<file path="src/hdl/arpc_pkg.sv">
// Shared types and constants for the ARP cache resolver.
// Transaction payload structs, entry layout, register and FSM codes.
// No dependencies.
`default_nettype none

package arpc_pkg;

  localparam int unsigned ENTRIES_DEFAULT = 5;
  localparam logic [31:0] MAX_AGE_RESET   = 32'd43200;

  localparam logic OP_RESOLVE = 1'b0;
  localparam logic OP_LEARN   = 1'b1;

  typedef enum logic [1:0] {
    REG_OWN_IP      = 2'd0,
    REG_SUBNET_MASK = 2'd1,
    REG_GATEWAY_IP  = 2'd2,
    REG_MAX_AGE     = 2'd3
  } reg_idx_t;

  typedef enum logic {
    ST_IDLE = 1'b0,
    ST_WALK = 1'b1
  } state_t;

  typedef struct packed {
    logic        operation;
    logic [31:0] ip_address;
    logic [47:0] mac_address;
    logic [31:0] now_time;
  } in_item_t;

  typedef struct packed {
    logic        hit;
    logic [47:0] resolved_mac;
    logic [31:0] request_ip;
  } out_item_t;

  typedef struct packed {
    logic [31:0] ip;
    logic [47:0] mac;
    logic [31:0] stamp;
  } entry_t;

endpackage

`default_nettype wire

</file>
<file path="src/hdl/arpc_table.sv">
// Entry store of the ARP cache: one-port-write, one-port-read synchronous memory
// plus per-entry valid flags. Invalid entries read as all zero.
// Depends on arpc_pkg.
`default_nettype none

module arpc_table
  import arpc_pkg::*;
#(
  parameter int unsigned ENTRIES = ENTRIES_DEFAULT,
  parameter int unsigned IDX_W   = 3
) (
  input  wire logic             clk,
  input  wire logic             rst,
  input  wire logic             wr_en,
  input  wire logic [IDX_W-1:0] wr_addr,
  input  wire entry_t           wr_data,
  input  wire logic             clr_en,
  input  wire logic [IDX_W-1:0] clr_addr,
  input  wire logic [IDX_W-1:0] rd_addr,
  output entry_t                rd_data
);

  entry_t             mem [ENTRIES];
  logic [ENTRIES-1:0] valid;
  entry_t             rd_q;
  logic               rd_valid;

  always_ff @(posedge clk) begin
    if (wr_en) begin
      mem[wr_addr] <= wr_data;
    end
    rd_q <= mem[rd_addr];
  end

  // valid flags stand in for the all-zero reset contents
  always_ff @(posedge clk) begin
    if (rst) begin
      valid    <= '0;
      rd_valid <= 1'b0;
    end else begin
      rd_valid <= valid[rd_addr];
      if (wr_en) begin
        valid[wr_addr] <= 1'b1;
      end
      if (clr_en) begin
        valid[clr_addr] <= 1'b0;
      end
    end
  end

  assign rd_data = rd_valid ? rd_q : '0;

endmodule

`default_nettype wire

</file>
<file path="src/hdl/arp_cache_resolver.sv">
// ARP cache resolver top level: APB register file, walk sequencer, result register.
// Depends on arpc_pkg and arpc_table.
`default_nettype none

// Usage
// - Command channel: cmd is taken at a rising edge with start high and busy low.
//   cmd.operation selects learn (store ip/mac/now at the round-robin slot) or
//   resolve (look up the on-link target, or gateway_ip when off-link).
// - Result channel: result_valid pulses for one cycle with the result fields.
//   The receiver cannot stall; every transaction yields exactly one result.
// - Latency: a learn completes at its accept edge; its result shows in the next
//   cycle and busy never rises, so learns can issue every cycle.
// - A resolve walks the table one entry per cycle from entry 0, reading entry
//   k+1 from the memory while entry k is checked. Busy stays high for the walk,
//   up to a hit or, on a miss, through the last entry. The result appears in the
//   cycle after the last checked entry, and a new command may be taken then.
//   Throughput is bound by that single memory read port.
// - Entries older than max_age (wrapping now_time - stamp) are dropped as the
//   walk passes them; entries beyond a hit are left untouched.
// - Reset: all entries read as zero (valid flags cleared at once, no sweep), fill
//   slot 0, max_age 43200, others 0. Users change registers only idle; unenforced.
module arp_cache_resolver
  import arpc_pkg::*;
#(
  parameter int unsigned ENTRIES = ENTRIES_DEFAULT
) (
  input  wire logic        clk,
  input  wire logic        rst,
  // command transaction
  input  wire logic        start,
  output logic             busy,
  input  wire in_item_t    cmd,
  // result transaction
  output logic             result_valid,
  output out_item_t        result,
  // configuration
  input  wire logic        psel,
  input  wire logic        penable,
  input  wire logic        pwrite,
  input  wire logic [3:0]  paddr,
  input  wire logic [31:0] pwdata,
  output logic [31:0]      prdata,
  output logic             pready
);

  localparam int unsigned IDX_W = (ENTRIES > 1) ? $clog2(ENTRIES) : 1;
  localparam logic [IDX_W-1:0] LAST_IDX = IDX_W'(ENTRIES - 1);

  // ---- configuration registers ----
  logic [31:0] own_ip;
  logic [31:0] subnet_mask;
  logic [31:0] gateway_ip;
  logic [31:0] max_age;
  reg_idx_t    reg_sel;
  logic        cfg_wr;

  assign pready  = 1'b1;
  assign reg_sel = reg_idx_t'(paddr[3:2]);
  assign cfg_wr  = psel && penable && pwrite && pready;

  always_ff @(posedge clk) begin
    if (rst) begin
      own_ip      <= '0;
      subnet_mask <= '0;
      gateway_ip  <= '0;
      max_age     <= MAX_AGE_RESET;
    end else if (cfg_wr) begin
      case (reg_sel)
        REG_OWN_IP:      own_ip      <= pwdata;
        REG_SUBNET_MASK: subnet_mask <= pwdata;
        REG_GATEWAY_IP:  gateway_ip  <= pwdata;
        REG_MAX_AGE:     max_age     <= pwdata;
        default: ;
      endcase
    end
  end

  always_comb begin
    case (reg_sel)
      REG_OWN_IP:      prdata = own_ip;
      REG_SUBNET_MASK: prdata = subnet_mask;
      REG_GATEWAY_IP:  prdata = gateway_ip;
      REG_MAX_AGE:     prdata = max_age;
      default:         prdata = '0;
    endcase
  end

  // ---- sequencer state ----
  state_t           state;
  state_t           state_next;
  logic [IDX_W-1:0] walk_idx;
  logic [IDX_W-1:0] fill_index;
  logic [31:0]      target;
  logic [31:0]      walk_now;

  logic accept;
  logic accept_learn;
  logic accept_resolve;
  logic [31:0] target_in;

  assign accept         = start && !busy;
  assign accept_learn   = accept && (cmd.operation == OP_LEARN);
  assign accept_resolve = accept && (cmd.operation == OP_RESOLVE);

  // on-link test: masked difference from own address must be zero
  assign target_in = (((cmd.ip_address ^ own_ip) & subnet_mask) == '0) ?
                     cmd.ip_address : gateway_ip;

  // ---- entry store ----
  entry_t           wr_entry;
  entry_t           rd_entry;
  logic [IDX_W-1:0] rd_addr;
  logic             clr_en;

  assign wr_entry = '{ip: cmd.ip_address, mac: cmd.mac_address, stamp: cmd.now_time};

  arpc_table #(
    .ENTRIES (ENTRIES),
    .IDX_W   (IDX_W)
  ) u_table (
    .clk      (clk),
    .rst      (rst),
    .wr_en    (accept_learn),
    .wr_addr  (fill_index),
    .wr_data  (wr_entry),
    .clr_en   (clr_en),
    .clr_addr (walk_idx),
    .rd_addr  (rd_addr),
    .rd_data  (rd_entry)
  );

  // ---- entry check (entry walk_idx is on rd_entry while walking) ----
  logic [31:0] age;
  logic        expired;
  logic [31:0] eff_ip;
  logic [47:0] eff_mac;
  logic        match;
  logic        last;

  assign age     = walk_now - rd_entry.stamp;
  assign expired = age > max_age;
  assign eff_ip  = expired ? '0 : rd_entry.ip;
  assign eff_mac = expired ? '0 : rd_entry.mac;
  assign match   = (eff_ip == target);
  assign last    = (walk_idx == LAST_IDX);

  // next state
  always_comb begin
    state_next = state;
    case (state)
      ST_IDLE: begin
        if (accept_resolve) state_next = ST_WALK;
      end
      ST_WALK: begin
        if (match || last) state_next = ST_IDLE;
      end
      default: state_next = ST_IDLE;
    endcase
  end

  // outputs of the sequencer
  always_comb begin
    busy    = 1'b0;
    clr_en  = 1'b0;
    rd_addr = '0;
    case (state)
      ST_IDLE: begin
        rd_addr = '0;  // entry 0 prefetched for a resolve taken now
      end
      ST_WALK: begin
        busy    = 1'b1;
        clr_en  = expired;
        rd_addr = last ? '0 : walk_idx + 1'b1;
      end
      default: ;
    endcase
  end

  always_ff @(posedge clk) begin
    if (rst) begin
      state      <= ST_IDLE;
      walk_idx   <= '0;
      fill_index <= '0;
    end else begin
      state <= state_next;
      if (accept_resolve) begin
        walk_idx <= '0;
      end else if (state == ST_WALK) begin
        walk_idx <= walk_idx + 1'b1;
      end
      if (accept_learn) begin
        fill_index <= (fill_index == LAST_IDX) ? '0 : fill_index + 1'b1;
      end
    end
  end

  always_ff @(posedge clk) begin
    if (accept_resolve) begin
      target   <= target_in;
      walk_now <= cmd.now_time;
    end
  end

  // ---- result register ----
  always_ff @(posedge clk) begin
    if (rst) begin
      result_valid <= 1'b0;
    end else begin
      result_valid <= accept_learn || ((state == ST_WALK) && (match || last));
    end
  end

  always_ff @(posedge clk) begin
    if (accept_learn) begin
      result <= '0;
    end else if (state == ST_WALK) begin
      if (match) begin
        result <= '{hit: 1'b1, resolved_mac: eff_mac, request_ip: '0};
      end else begin
        result <= '{hit: 1'b0, resolved_mac: '0, request_ip: target};
      end
    end
  end

endmodule

`default_nettype wire

</file>
<file path="config.mk">
export PLATFORM = sky130hd
export DESIGN_NAME = arp_cache_resolver
export DESIGN_NICKNAME = d
export VERILOG_FILES = /design/src/hdl/arpc_pkg.sv /design/src/hdl/arpc_table.sv /design/src/hdl/arp_cache_resolver.sv
export SDC_FILE = /design/constraint.sdc
export NUM_CORES = 2
export LEC_CHECK = 0
export BUFFER_PORTS_ARGS = -buffer_cell sky130_fd_sc_hd__buf_2
export CORE_AREA = 8 8 269 271
export CTS_CLUSTER_SIZE = 8
export DETAILED_ROUTE_END_ITERATION = 7
export DIE_AREA = 0 0 277 279
export GPL_TIMING_DRIVEN = 0
export PLACE_DENSITY = 0.78
export SYNTH_ARGS = -nofsm -noshare
export SYNTH_HDL_FRONTEND = slang
export SYNTH_SLANG_ARGS = --single-unit
</file>
<file path="constraint.sdc">
create_clock -name clk -period 43.5 [get_ports clk]
set_clock_uncertainty 0.1 [all_clocks]
set_input_delay 6.525 -clock clk [delete_from_list [all_inputs] [get_ports clk]]
set_output_delay 6.525 -clock clk [all_outputs]
set_load 0.1 [all_outputs]
</file>
==> metrics.txt <==
I/O Buffers 266; initial drt markers 2981; Area Overhead vs Synth 19.4%; Total Wirelength 104 mm; combinational share of power 8.5%; IO Count 271; Slew HR 9.29%; later-pin clock latency in the skew report 0.69 ns; Buf/Inv on CP 5; Hold Buf Count CTS 0; HP Class flop to flop; worst-path maximum fanout 10; GRT overflow 0; vias in the first global route 26025; RSZ-0062 raised after global routing false; DP Area 40100 um^2; part of the power in registers 46.4%; CTS Sinks 959; VDD IR max 34.0 uV; Switching Power 0.000529 W; Synth top area share 50.6%; final instance area 44200 um^2; syn_nets 3163; Reg area 25400 um^2; initial antenna violation count 39; Core Footprint 68000 um^2; Seq/Total Area, Yosys 68.8%; CP cell instances buf_2 > clkbuf_1 > buf_1 > clkbuf_1 > mux4_2 > buf_2; area of the multi-input gates 10700 um^2; Post-synth ARST share 0%; Post-synth EDFFs 624; Post CTS Setup Buffer Count 0; Setup TNS 0 ns; YS warnings 0; Switching Share 24.1%; Critical Path Stages 6; fmax 0.0619 GHz; CTS Root Buffer Type clkbuf_16; Initial Utilization 54.4%; die width 277 um; ANT nets after route 0; area leader, netlist edfxtp_1; Max Cap Viol 0; num rows 96; CP Data Required Time 36.88 ns; crit path kind input port to primary output; Cell Int Power 0.00167 W; Post-Synthesis Cells 2939; # H-tree levels 4; Max clock buf depth 3; Avg Vias per Cell 5.98; Post-DP HPWL 72.7 mm; Primary FF master, synth edfxtp_1; Pleak 16.1 nW; synth unique cells 72; synthesized area 37000 um^2; GRT Util Overall 26.1%; Final Max Tran Viols 0; detailed-router iteration count before antenna repair 6; DR WL/cell 23.5 um; reg2reg path depth 24; clk slew on worst S/H paths 0.05 ns; Die Y 279 um; largest net degree at the start of global routing 35; TritonCTS clock tree built; Worst-Margin Slew 1.36 ns; Final #Nets 3628; Post-Syn Area per Cell 12.6 um^2; slowest CP cell clkbuf_1; critical path's top delay family buffers and inverters; CTS resizes 0; final hold vios 0; Crit. End Element primary output; Clk pwr share 45.1%; Period Utilization, post-route 37.1%; Final setup viols 0; drt drc 0; first-pass GRT wire length 155 mm; gp weighted congestion 0.961; Hold Crit Depth 1; layout cells sized above 1 16.5%; CP Data Arrival Time 9.52 ns; crit start category input port; pwr dens 49.7 nW/um^2; Tmin final 16.14 ns; status finished, final reports clean; number of fill cells in the layout 4916; Num CTS Buffers 137; ranking of synthesized cells by area edfxtp_1 (51%), dfxtp_1 (18%), nand2_1 (6.7%), o221ai_1 (2.7%), a21oi_1 (2.3%); routed via count 26421; flops & latches, synth 959; Die Area 77300 um^2; CP max stage delay 0.74 ns
[sequential cells by signal (all words and copies together), names as in the netlist, 32 cells and up]
name / flops
result: 81
walk_now: 32
u_table.mem: 560
gateway_ip: 32
subnet_mask: 32
own_ip: 32
max_age: 32
target: 32
u_table.rd_q: 112
[worst paths after layout]
path / from / endpoint / slack, ns
setup / recovery: paddr[2] / prdata[24] / 27.36
hold / removal: u_table.rd_q[79] / result[79] / 0.33
setup reg to reg: u_table.rd_valid / result[73] / 34.77
hold reg to reg: u_table.rd_q[79] / result[79] / 0.33
[power by group through the flow]
| stage | combinational [W] | clock [W] | sequential, W |
|---|---|---|---|
| floorplan | 0.0000964 | 0 | 0.00106 |
| global placement | 0.000177 | 0 | 0.00104 |
| detailed placement | 0.000184 | 0 | 0.00104 |
| CTS | 0.000185 | 0.000999 | 0.00102 |
| global route | 0.000201 | 0.00104 | 0.00102 |
| finish | 0.000186 | 0.000990 | 0.00102 |
[area by class of cell]
cell class | instances | area share, %
Sequential cell | 959 | 57.6
Multi-Input combinational cell | 1754 | 24.3
Clock buffer | 236 | 8.79
Timing Repair Buffer | 326 | 4.34
Tap cell | 882 | 2.50
Buffer | 163 | 1.46
Inverter | 63 | 0.535
Clock inverter | 11 | 0.411
Antenna cell | 24 | 0.136
[cell usage after synthesis (all sizes together) (4+ instances only)]
cell type / instances
nand2: 659
edfxtp: 624
dfxtp: 335
a21oi: 173
o21ai: 155
clkbuf: 138
nand3: 124
o221ai: 113
a22o: 81
ha: 68
inv: 62
xor2: 48
nor2: 42
mux2: 32
mux4: 32
buf: 25
xnor2: 25
a21o: 23
a22oi: 20
nand4: 15
nor3: 14
nor4: 14
nor2b: 8
a211oi: 7
a31oi: 7
nand2b: 7
o211ai: 7
o21a: 7
o32ai: 6
or2: 5
a2111oi: 4
a21boi: 4
and3: 4
nor4b: 4
o21bai: 4
[per-stage QoR]
step           power, W  setup WS [ns]  std cells  util [%]  hold slack [ns]
2_1_floorplan   0.00116          23.50       2939         -            0.318
3_3_place_gp    0.00122          14.78       4087      58.0            0.322
3_5_place_dp    0.00122          27.42       4147      58.9            0.325
4_1_cts         0.00220          27.42       4394      64.9            0.331
5_1_grt         0.00226          27.26       4406      65.0            0.344
6_report        0.00220          27.36       4418      65.0            0.334
[cell usage in the layout, fill, tap and decap left out, types with 40 or more instances in the layout]
cell type,instances
a22o_1,81
nand3_1,124
inv_1,61
o21ai_0,154
nand2_1,659
clkbuf_1,233
a21oi_1,171
buf_2,273
dfxtp_1,335
buf_4,48
xor2_1,48
ha_1,68
clkbuf_16,141
nor2_1,40
o221ai_1,113
edfxtp_1,624
[logic make-up after synthesis]
kind of cell	share of synthesized area, %
flops	68.8
simple gates	10.3
compound gates	11.5
buf+inv	2.38
xor+xnor	1.73
fa+ha+maj	2.35
mux	2.95
other cells	0.0101
[per-layer routing]
metal	up-vias	GRT usage (%)	share of wire, %
met4	16	13.4	4.6
met2	1445	41.9	48
met5	-	0	0.096
met1	12795	32.3	38
li1	11865	-	-
met3	300	7.38	10
Note: power is estimated with default switching activity, not from simulation.
